**config.mk**
```make
export PLATFORM = sky130hd
export DESIGN_NAME = fmd_fifo
export DESIGN_NICKNAME = d
export VERILOG_FILES = /design/src/hdl/fmd_fifo.sv
export SDC_FILE = /design/constraint.sdc
export NUM_CORES = 1
export LEC_CHECK = 0
export BUFFER_PORTS_ARGS = -buffer_cell sky130_fd_sc_hd__buf_2
export CORE_AREA = 2 2 43 45
export DETAILED_ROUTE_END_ITERATION = 8
export DIE_AREA = 0 0 45 47
export HOLD_SLACK_MARGIN = 0.02
export PLACE_DENSITY = 0.75
export SLEW_MARGIN = 15
export SYNTH_ARGS = -nofsm -noshare
export SYNTH_HDL_FRONTEND = slang
export SYNTH_SLANG_ARGS = --single-unit
```
**constraint.sdc**
```tcl
create_clock -name clk -period 2.7 [get_ports clk]
set_input_delay 0.135 -clock clk [delete_from_list [all_inputs] [get_ports clk]]
set_output_delay 0.135 -clock clk [all_outputs]
set_load 0.03 [all_outputs]
```
**src/hdl/fmd_fifo.sv**
```systemverilog
// small register fifo, depth a power of two
// no dependencies
module fmd_fifo #(
	parameter int WIDTH = 8,
	parameter int DEPTH = 2
) (
	input  logic             clk,
	input  logic             arst_n,
	input  logic             push,
	input  logic [WIDTH-1:0] wdata,
	output logic             full,
	input  logic             pop,
	output logic [WIDTH-1:0] rdata,
	output logic             empty
);

	localparam int PW = (DEPTH > 1) ? $clog2(DEPTH) : 1;

	logic [WIDTH-1:0] mem_q [DEPTH];
	logic [PW-1:0]    wr_q, rd_q;
	logic [PW:0]      cnt_q;
	logic             do_push, do_pop;

	assign full    = (cnt_q == (PW+1)'(DEPTH));
	assign empty   = (cnt_q == '0);
	assign do_push = push && !full;
	assign do_pop  = pop && !empty;
	assign rdata   = mem_q[rd_q];

	always_ff @(posedge clk or negedge arst_n) begin
		if (!arst_n) begin
			wr_q  <= '0;
			rd_q  <= '0;
			cnt_q <= '0;
		end else begin
			if (do_push) wr_q <= wr_q + 1'b1;
			if (do_pop) rd_q <= rd_q + 1'b1;
			if (do_push && !do_pop) cnt_q <= cnt_q + 1'b1;
			else if (do_pop && !do_push) cnt_q <= cnt_q - 1'b1;
		end
	end

	always_ff @(posedge clk) begin
		if (do_push) mem_q[wr_q] <= wdata;
	end

endmodule

```
==> results.py <==
metrics = {
    "outcome": {
        "run_status": "finished clean",
    },
    "floorplanning": {
        "die_area_um2": 2120,
        "die_w_um": 45,
        "initial_core_util_pct": 47.3,
        "core_um2": 1650,
        "die_h_um": 47,
        "num_rows": 15,
        "io-pin-count": 22,
    },
    "clock_tree": {
        "clockBufferDepth": 2,
        "numCtsBuffers": 3,
        "cts_root_buf": "clkbuf_4",
        "cts_tree": "yes",
        "h-tree-depth": 1,
        "clk_pin_slew_ns": 0.10,
        "clock_sinks": 20,
        "insertion_delay_ns": 0.28,
    },
    "logic_synthesis": {
        "syn-cell-area_um2": 782,
        "yosysSeqAreaShare_pct": 74.2,
        "synth_seq_cells": 20,
        "syn_inst": 44,
        "avgSynthCellArea_um2": 17.8,
        "yosys_warnings": 0,
        "synthDistinctLibCells": 15,
        "synth_fp_nets": 57,
    },
    "critical_path": {
        "crit_type": "reg2reg",
        "crit_chain": "nand2b_1 -> nand2_2 -> nor2_1",
        "critPathRequiredTime_ns": 2.62,
        "critical_path_arrival_ns": 1.55,
        "r2r-start": "cnt_q[0]",
        "crit_family": "simple AND/OR/NAND/NOR gates",
        "rr_worst_depth": 3,
        "slowest_delay_ns": 0.54,
        "cp_max_fo": 8,
        "crit_path_end_kind": "flip-flop",
        "crit_path_start_kind": "flip-flop",
        "rrSetupSlack_ns": 1.08,
        "slowest_stage": "nor2_1",
        "reg2reg_to": "mem_q[0][6]",
        "cp_num_buf_inv": 0,
    },
    "detailed_routing": {
        "drt_iter0_drc": 3,
        "firstDrtPassIters": 4,
        "drt_wl_total_um": 1160,
        "vias_per_cell": 4.82,
        "wl_per_cell_um": 12.7,
        "route.detailed.drc": 0,
        "vias": 439,
        "postRouteAntennaNets": 0,
    },
    "grt": {
        "antenna_found_initial": 0,
        "globalRouteOverflowTotal": 0,
        "grt_pass1_wl_um": 1590,
        "grt_max_degree": 11,
        "grt_usage_pct": 11.8,
        "grt_pass1_vias": 401,
    },
    "finish": {
        "syn2layout_area_growth_pct": 27.4,
        "post-route-util_pct": 60.3,
        "drive_gt1_share_pct": 37.8,
        "final_nets": 89,
        "diodes": 0,
        "fin_area_um2": 996,
    },
    "timing": {
        "tightest_slew_ns": 0.691,
        "fmax_ghz": 0.617,
        "slew_viol_final": 0,
        "rsz0062_at_grt": "no",
        "period_needed_ns": 1.62,
        "clock_skew_ns": 0.00426,
        "relSlewSlack_pct": 53.8,
        "hold_viol": 0,
        "setup_viol_count_final": 0,
        "fin_crit_sh_pct": 60.0,
        "fin_setup_tns_ns": 0,
        "holdWs_ns": 0.0422,
    },
    "run": {
        "maxCapViolCount": 0,
    },
    "placed_design": {
        "io_buffers": 21,
        "dpl_cell_area_um2": 903,
        "place.gp.congestion": 0.604,
        "dpl.hpwl_um": 805,
    },
    "hold_path": {
        "hold_class": "in2reg",
        "min_path_cells": 1,
        "hold_end": "mem_q[1][7]",
        "hold_start": "wdata[7]",
    },
    "pwr": {
        "p_leak_nw": 0.417,
        "vdd_drop_max_v": 0.000620,
        "power_density_nw_per_um2": 1060,
    },
}
## metrics by stage
| step | total power [mW] | instances | worst slack, ns |
|---|---|---|---|
| global route | 1.11 | 91 | 0.971 |
| finish | 1.05 | 91 | 1.08 |
| global placement | 0.916 | 81 | 1.17 |
| detailed placement | 0.929 | 81 | 1.05 |
| floorplan | 0.820 | 44 | 1.31 |
| CTS | 1.06 | 87 | 1.04 |
## layer usage
layer,vias up,part of all wire [%],GRT usage (%)
met3,2,6.1,4.62
met1,202,42,12.1
met2,15,51,19.4
met5,-,0,0
met4,0,1.0,8.82
li1,220,-,-
## repair_timing
item / CTS / global route
hold buffers: 3 / 4
setup buffers: 0 / 0
gates resized for setup: 0 / 0
endpoints found under the hold margin: 8 / 6
## cell usage after synthesis (all sizes together)
cell type / number / area (um2)
o21ai: 1 / 5.00
xnor2: 3 / 33.8
ha: 1 / 12.5
mux2: 8 / 90.1
xor2: 2 / 17.5
inv: 2 / 7.51
nand2: 1 / 6.26
nor2: 3 / 11.3
and3: 1 / 6.26
buf: 1 / 5.00
dfrtp: 4 / 100
edfxtp: 16 / 480
nand2b: 1 / 6.26
## worst max-delay path by stage
| stage | start | end | slack [ns] | cells past startpoint |
|---|---|---|---|---|
| 3_5_place_dp | cnt_q[0] | mem_q[0][5] | 1.05 | 3 |
| 4_1_cts | cnt_q[0] | mem_q[0][2] | 1.04 | 3 |
| 2_1_floorplan | cnt_q[0] | mem_q[0][0] | 1.31 | 3 |
| 3_3_place_gp | cnt_q[0] | mem_q[0][5] | 1.17 | 3 |
| 6_report | cnt_q[0] | mem_q[0][6] | 1.08 | 3 |
| 5_1_grt | cnt_q[0] | mem_q[0][5] | 0.97 | 3 |
## cell usage in the layout (no fill, tap or decap)
| master | count |
|---|---|
| ha_1 | 1 |
| and3_1 | 1 |
| nand2_2 | 1 |
| dfrtp_1 | 4 |
| xnor2_2 | 1 |
| xor2_1 | 2 |
| clkbuf_4 | 3 |
| dlygate4sd3_1 | 7 |
| mux2_1 | 6 |
| xnor2_1 | 2 |
| o21ai_1 | 1 |
| edfxtp_1 | 16 |
| buf_2 | 21 |
| mux2_2 | 2 |
| nand2b_1 | 1 |
| inv_1 | 2 |
| nor2_1 | 3 |
## sequential cells by signal, indices dropped and copies added, names as in the netlist
name,cells
mem_q,16
cnt_q,2
wr_q,1
rd_q,1
## worst reg2reg max path, cell delays in order, from the launching register on
cell	delay, ns
dfrtp_1	0.44
nand2b_1	0.19
nand2_2	0.10
nor2_1	0.54
## power breakdown
group | internal, mW | switching (mW) | leakage, nW | total (mW)
Clock | 0.0518 | 0.0775 | 0.0138 | 0.129
Combinational | 0.166 | 0.262 | 0.208 | 0.427
Sequential | 0.431 | 0.0662 | 0.195 | 0.498
## logic make-up (layout without fill, tap and decap cells)
group           count (synthesis)  after routing  share of synthesized area, %
simple gates                    6              6                          3.84
flops                          20             20                          74.2
fa+ha+maj                       1              1                          1.60
compound gates                  1              1                         0.639
xor+xnor                        5              5                          6.56
mux                             8              8                          11.5
buf+inv                         3             33                          1.60
## final cells by class
class	instances	area, um2
Timing Repair Buffer	28	175
Fill cell	133	656
Multi-Input combinational cell	21	189
Clock buffer	3	22.5
Inverter	2	7.51
Sequential cell	20	581
Tap cell	17	21.3
Note: power is estimated with default switching activity, not from simulation.
