**src/hdl/fmd_pkg.sv**
```systemverilog
// shared types, op codes and glyph font of the frame buffer draw engine
// no dependencies
package fmd_pkg;

	localparam int DEF_SCREEN_WIDTH  = 128;
	localparam int DEF_SCREEN_HEIGHT = 64;

	// signed coordinate width inside the engine
	localparam int CW = 12;

	localparam logic [2:0] OP_CLEAR  = 3'd0;
	localparam logic [2:0] OP_PIXEL  = 3'd1;
	localparam logic [2:0] OP_CIRCLE = 3'd2;
	localparam logic [2:0] OP_FILL   = 3'd3;
	localparam logic [2:0] OP_RECT   = 3'd4;
	localparam logic [2:0] OP_GLYPH  = 3'd5;
	localparam logic [2:0] OP_READ   = 3'd6;

	typedef struct packed {
		logic [2:0]        op;
		logic signed [9:0] pos_x;
		logic signed [9:0] pos_y;
		logic [6:0]        radius;
		logic [7:0]        rect_width;
		logic [6:0]        rect_height;
		logic              color;
		logic [5:0]        slot;
		logic [9:0]        byte_index;
		logic              read_ok;
	} cmd_t;

	typedef struct packed {
		logic [7:0] read_byte;
		logic [2:0] done_op;
	} res_t;

	// font slot of a character code, blank for unknown codes
	function automatic logic [5:0] glyph_slot(input logic [7:0] c);
		logic [5:0] s;
		s = 6'd0;
		if (c >= 8'h30 && c <= 8'h39) s = 6'(c - 8'h2F);
		else if (c >= 8'h41 && c <= 8'h5A) s = 6'(c - 8'h36);
		else if (c == 8'h2E) s = 6'd37;
		return s;
	endfunction

	// one 7-row column of a glyph, bit = row
	function automatic logic [6:0] glyph_col(input logic [5:0] slot, input logic [2:0] col);
		logic [39:0] g;
		logic [6:0]  r;
		case (slot)
			6'd1:  g = 40'h3E_51_49_45_3E;
			6'd2:  g = 40'h00_42_7F_40_00;
			6'd3:  g = 40'h42_61_51_49_46;
			6'd4:  g = 40'h21_41_45_4B_31;
			6'd5:  g = 40'h18_14_12_7F_10;
			6'd6:  g = 40'h27_45_45_45_39;
			6'd7:  g = 40'h3C_4A_49_49_30;
			6'd8:  g = 40'h01_71_09_05_03;
			6'd9:  g = 40'h36_49_49_49_36;
			6'd10: g = 40'h06_49_49_29_1E;
			6'd11: g = 40'h7E_11_11_11_7E;
			6'd12: g = 40'h7F_49_49_49_36;
			6'd13: g = 40'h3E_41_41_41_22;
			6'd14: g = 40'h7F_41_41_22_1C;
			6'd15: g = 40'h7F_49_49_49_41;
			6'd16: g = 40'h7F_09_09_09_01;
			6'd17: g = 40'h3E_41_49_49_7A;
			6'd18: g = 40'h7F_08_08_08_7F;
			6'd19: g = 40'h00_41_7F_41_00;
			6'd20: g = 40'h20_40_41_3F_01;
			6'd21: g = 40'h7F_08_14_22_41;
			6'd22: g = 40'h7F_40_40_40_40;
			6'd23: g = 40'h7F_02_0C_02_7F;
			6'd24: g = 40'h7F_04_08_10_7F;
			6'd25: g = 40'h3E_41_41_41_3E;
			6'd26: g = 40'h7F_09_09_09_06;
			6'd27: g = 40'h3E_41_51_21_5E;
			6'd28: g = 40'h7F_09_19_29_46;
			6'd29: g = 40'h46_49_49_49_31;
			6'd30: g = 40'h01_01_7F_01_01;
			6'd31: g = 40'h3F_40_40_40_3F;
			6'd32: g = 40'h1F_20_40_20_1F;
			6'd33: g = 40'h3F_40_38_40_3F;
			6'd34: g = 40'h63_14_08_14_63;
			6'd35: g = 40'h07_08_70_08_07;
			6'd36: g = 40'h61_51_49_45_43;
			6'd37: g = 40'h00_60_60_00_00;
			default: g = 40'h00_00_00_00_00;
		endcase
		case (col)
			3'd0: r = g[38:32];
			3'd1: r = g[30:24];
			3'd2: r = g[22:16];
			3'd3: r = g[14:8];
			3'd4: r = g[6:0];
			default: r = 7'd0;
		endcase
		return r;
	endfunction

endpackage

```
**src/hdl/fmd_fifo.sv**
```systemverilog
// small register fifo, depth a power of two
// no dependencies
module fmd_fifo #(
	parameter int WIDTH = 8,
	parameter int DEPTH = 2
) (
	input  logic             clk,
	input  logic             arst_n,
	input  logic             push,
	input  logic [WIDTH-1:0] wdata,
	output logic             full,
	input  logic             pop,
	output logic [WIDTH-1:0] rdata,
	output logic             empty
);

	localparam int PW = (DEPTH > 1) ? $clog2(DEPTH) : 1;

	logic [WIDTH-1:0] mem_q [DEPTH];
	logic [PW-1:0]    wr_q, rd_q;
	logic [PW:0]      cnt_q;
	logic             do_push, do_pop;

	assign full    = (cnt_q == (PW+1)'(DEPTH));
	assign empty   = (cnt_q == '0);
	assign do_push = push && !full;
	assign do_pop  = pop && !empty;
	assign rdata   = mem_q[rd_q];

	always_ff @(posedge clk or negedge arst_n) begin
		if (!arst_n) begin
			wr_q  <= '0;
			rd_q  <= '0;
			cnt_q <= '0;
		end else begin
			if (do_push) wr_q <= wr_q + 1'b1;
			if (do_pop) rd_q <= rd_q + 1'b1;
			if (do_push && !do_pop) cnt_q <= cnt_q + 1'b1;
			else if (do_pop && !do_push) cnt_q <= cnt_q - 1'b1;
		end
	end

	always_ff @(posedge clk) begin
		if (do_push) mem_q[wr_q] <= wdata;
	end

endmodule

```
**src/hdl/fmd_front.sv**
```systemverilog
// command front end: classifies items and queues them for the engine
// depends on fmd_pkg and fmd_fifo
module fmd_front #(
	parameter int SCREEN_WIDTH  = fmd_pkg::DEF_SCREEN_WIDTH,
	parameter int SCREEN_HEIGHT = fmd_pkg::DEF_SCREEN_HEIGHT
) (
	input  logic               clk,
	input  logic               arst_n,
	input  logic               push,
	input  logic [2:0]         op,
	input  logic signed [9:0]  pos_x,
	input  logic signed [9:0]  pos_y,
	input  logic [6:0]         radius,
	input  logic [7:0]         rect_width,
	input  logic [6:0]         rect_height,
	input  logic               color,
	input  logic [7:0]         char_code,
	input  logic [9:0]         byte_index,
	output logic               full,
	input  logic               cmd_pop,
	output fmd_pkg::cmd_t      cmd,
	output logic               cmd_empty
);

	localparam int STORE = SCREEN_WIDTH * ((SCREEN_HEIGHT + 7) / 8);

	fmd_pkg::cmd_t                   cin;
	logic [$bits(fmd_pkg::cmd_t)-1:0] qout;

	always_comb begin
		cin.op          = op;
		cin.pos_x       = pos_x;
		cin.pos_y       = pos_y;
		cin.radius      = radius;
		cin.rect_width  = rect_width;
		cin.rect_height = rect_height;
		cin.color       = color;
		cin.slot        = fmd_pkg::glyph_slot(char_code);
		cin.byte_index  = byte_index;
		cin.read_ok     = ({22'd0, byte_index} < 32'(STORE));
	end

	fmd_fifo #(
		.WIDTH($bits(fmd_pkg::cmd_t)),
		.DEPTH(2)
	) u_cmd_q (
		.clk   (clk),
		.arst_n(arst_n),
		.push  (push),
		.wdata (cin),
		.full  (full),
		.pop   (cmd_pop),
		.rdata (qout),
		.empty (cmd_empty)
	);

	assign cmd = qout;

endmodule

```
**config.mk**
```make
export PLATFORM = sky130hd
export DESIGN_NAME = fmd_front
export DESIGN_NICKNAME = d
export VERILOG_FILES = /design/src/hdl/fmd_pkg.sv /design/src/hdl/fmd_fifo.sv /design/src/hdl/fmd_front.sv
export SDC_FILE = /design/constraint.sdc
export NUM_CORES = 1
export LEC_CHECK = 0
export ABC_AREA = 0
export BUFFER_PORTS_ARGS = -buffer_cell sky130_fd_sc_hd__buf_2
export CAP_MARGIN = 20
export CORE_ASPECT_RATIO = 0.9
export CORE_MARGIN = 2
export CORE_UTILIZATION = 50
export CTS_CLUSTER_DIAMETER = 120
export DETAILED_ROUTE_END_ITERATION = 6
export PLACE_DENSITY = 0.76
export SLEW_MARGIN = 20
export SYNTH_ARGS = -nofsm -noshare
export SYNTH_HDL_FRONTEND = slang
export SYNTH_HIERARCHICAL = 1
export SYNTH_SLANG_ARGS = --single-unit
```
**constraint.sdc**
```tcl
create_clock -name clk -period 7.99 [get_ports clk]
set_clock_uncertainty 0.1 [all_clocks]
set_input_delay 1.598 -clock clk [delete_from_list [all_inputs] [get_ports clk]]
set_output_delay 1.598 -clock clk [all_outputs]
set_load 0.02 [all_outputs]
```
==> out/qor.yml <==
run_status:
  outcome: "completed"
power_and_ir_drop:
  p_leak_nw: 2.74
  ir_worst_vdd_v: 0.000161
  p_per_area_nw_per_um2: 386
clocking:
  cts_buffers: 17
  clk_pin_slew_ns: 0.06
  htreeDepth: 4
  cts_num_sinks: 130
  post-cts-setup-buffers: 0
  clock_latency_ns: 0.40
  clock_path_buffers: 2
  postCtsHoldBufs: 0
  cts_root_buf: "clkbuf_16"
  cts_tree: "yes"
  cts_resized: 0
critical_path:
  crit_fanout: 42
  cp_slowest_cell: "dfrtp_4"
  start_kind: "register"
  reg2reg_to: "u_cmd_q/mem_q[0][37]"
  r2r_slack_ns: 5.98
  crit_chain: "buf_4 > mux2_2 > buf_2"
  end_kind: "output port"
  crit_type: "register to output port"
  startpoint: "u_cmd_q/rd_q"
  reg2reg_from: "u_cmd_q/cnt_q[0]"
  slowest_delay_ns: 0.70
  worstPathArrival_ns: 2.39
  cp.required_ns: 6.29
  cp-endpoint: "cmd[40]"
  ff2ff_path_depth: 4
hold_path:
  hold_path.class: "register to register"
  min_path_cells: 1
sta:
  relSlewSlack: 0.424
  fin_crit_ns: 4.09
  rsz0062_at_grt: "false"
  hold_slack_ns: 0.417
  finalSetupViolations: 0
  finalCritPeriodShare: 0.512
  worst_slew_pin_slew_ns: 0.864
  fin_tns_setup_ns: 0
  fmax_ghz: 0.245
  maxSlewViolCount: 0
  setup_ws_ns: 3.90
  final_hold_viol_count: 0
grt:
  overflow: 0
  grt_pass1_vias: 2893
  grt_max_degree: 64
  grt_pass1_wl_mm: 13.5
  antenna_found_initial: 0
  grt.total_usage: 0.154
floorplan:
  rows: 35
  dieArea_um2: 11600
  io_pins: 133
  die-width_um: 113
  start_util: 0.520
  core_um2: 10400
  die_y_um: 103
run:
  maxCapViolations: 0
routing:
  drt_iter0_drc: 110
  drc: 0
  firstDrtPassIters: 5
  drt-total-wl_mm: 8.89
  ant_nets: 0
  avgViaCountPerCell: 5.06
  vias: 2763
  wire_per_inst_um: 16.3
cells_and_area:
  drive_gt1_frac: 0.576
  fin_nets: 479
  layout_commonest_cell: "buf_2"
  final_cell_mix: "buf_2, edfxtp_1, mux2_4"
  syn_to_final_growth_pct: 23.9
  fill_cells: 712
  fin_util: 0.644
  stdcell_count: 546
  diodes: 0
logic_synthesis:
  syn_avg_cell_area_um2: 21.0
  synth.distinct_cells: 35
  synth_area_um2: 5390
  synth-seq-area-share: 0.720
  yosysWarningCount: 6
  ys_ff_latch: 130
  synthCells: 257
placement:
  preCtsSetupSlack_ns: 4.29
  numPortBuffers: 132
  post-place-cells: 514
  gp_congestion: 0.812
  hpwl_mm: 5.71
-- cell usage after synthesis --
cell type    n  area (um2)
edfxtp_1   126        3780
mux2_4      59         886
ha_1         7        87.6
nor2_1       7        26.3
buf_12       6         120
inv_1        5        18.8
xnor2_1      5        43.8
dfrtp_1      4         100
mux2_2       4        45.0
a21oi_1      2        10.0
a22oi_1      2        15.0
and3_1       2        12.5
buf_6        2        22.5
nand2_1      2        7.51
nand3b_1     2        15.0
o211ai_2     2        25.0
xor2_1       2        17.5
a21boi_1     1        7.51
a21oi_2      1        8.76
a22oi_2      1        12.5
a31oi_1      1        6.26
a32o_1       1        10.0
and2b_1      1        7.51
and4b_2      1        11.3
conb_1       1        3.75
nand2_2      1        6.26
nand2b_1     1        6.26
nand3_1      1        5.00
nand4bb_1    1        11.3
nor3b_1      1        7.51
nor4b_2      1        15.0
o211a_4      1        17.5
o211ai_1     1        7.51
o21ai_1      1        5.00
o21bai_1     1        7.51
-- worst min-delay path by stage --
| stage | slack (ns) | end | from |
|---|---|---|---|
| finish | 0.42 | u_cmd_q/cnt_q[1] | u_cmd_q/cnt_q[1] |
| global route | 0.44 | u_cmd_q/cnt_q[1] | u_cmd_q/cnt_q[1] |
| CTS | 0.42 | u_cmd_q/cnt_q[1] | u_cmd_q/cnt_q[1] |
| detailed placement | 0.41 | u_cmd_q/cnt_q[1] | u_cmd_q/cnt_q[1] |
| global placement | 0.41 | u_cmd_q/cnt_q[1] | u_cmd_q/cnt_q[1] |
| floorplan | 0.36 | u_cmd_q/wr_q | u_cmd_q/wr_q |
-- worst max-delay path, delay by kind of cell, from the launching register on --
kind / cells / cell delay [ns]
buf+inv: 2 / 0.85
flops: 1 / 0.70
mux: 1 / 0.42
-- area by class of cell --
type | instances | area (um2) | area share
Tap cell | 129 | 161 | 0.0241
Clock buffer | 17 | 425 | 0.0636
Inverter | 5 | 18.8 | 0.00281
Clock inverter | 15 | 148 | 0.0221
Sequential cell | 130 | 3890 | 0.582
Multi-Input combinational cell | 115 | 1360 | 0.203
Timing Repair Buffer | 135 | 683 | 0.102
-- where the power goes --
group,internal [mW],switching (mW)
clock,0.437,0.298
sequential,0.938,0.0736
combinational,0.375,0.456
total,1.75,0.828
-- metal layers --
metal	wire length, um	vias up	global-route usage
met4	135	0	0.0713
li1	-	1306	-
met3	565	14	0.0482
met1	3750	1345	0.173
met5	0	-	0
met2	4430	98	0.272
-- registers in the layout (all words and copies together), names as in the netlist --
register	flops
u_cmd_q/rd_q	1
u_cmd_q/wr_q	1
u_cmd_q/mem_q	126
u_cmd_q/cnt_q	2
-- metrics by stage --
| step | power [mW] | instance area [um2] |
|---|---|---|
| CTS | 2.61 | 6680 |
| finish | 2.58 | 6680 |
| floorplan | 1.70 | 5400 |
| detailed placement | 1.87 | 6110 |
| global route | 2.69 | 6680 |
| global placement | 1.85 | 6110 |
-- cell families after synthesis --
family / share of synthesized area
AOI/OAI and AO/OA: 0.0246
xor gates and xnor gates: 0.0114
adders and majority gates: 0.0162
buffers and inverters: 0.0299
DFF: 0.720
muxes: 0.173
other: 0.000695
and+or+nand+nor: 0.0244
No activity file was read; power rests on OpenSTA's default activity.
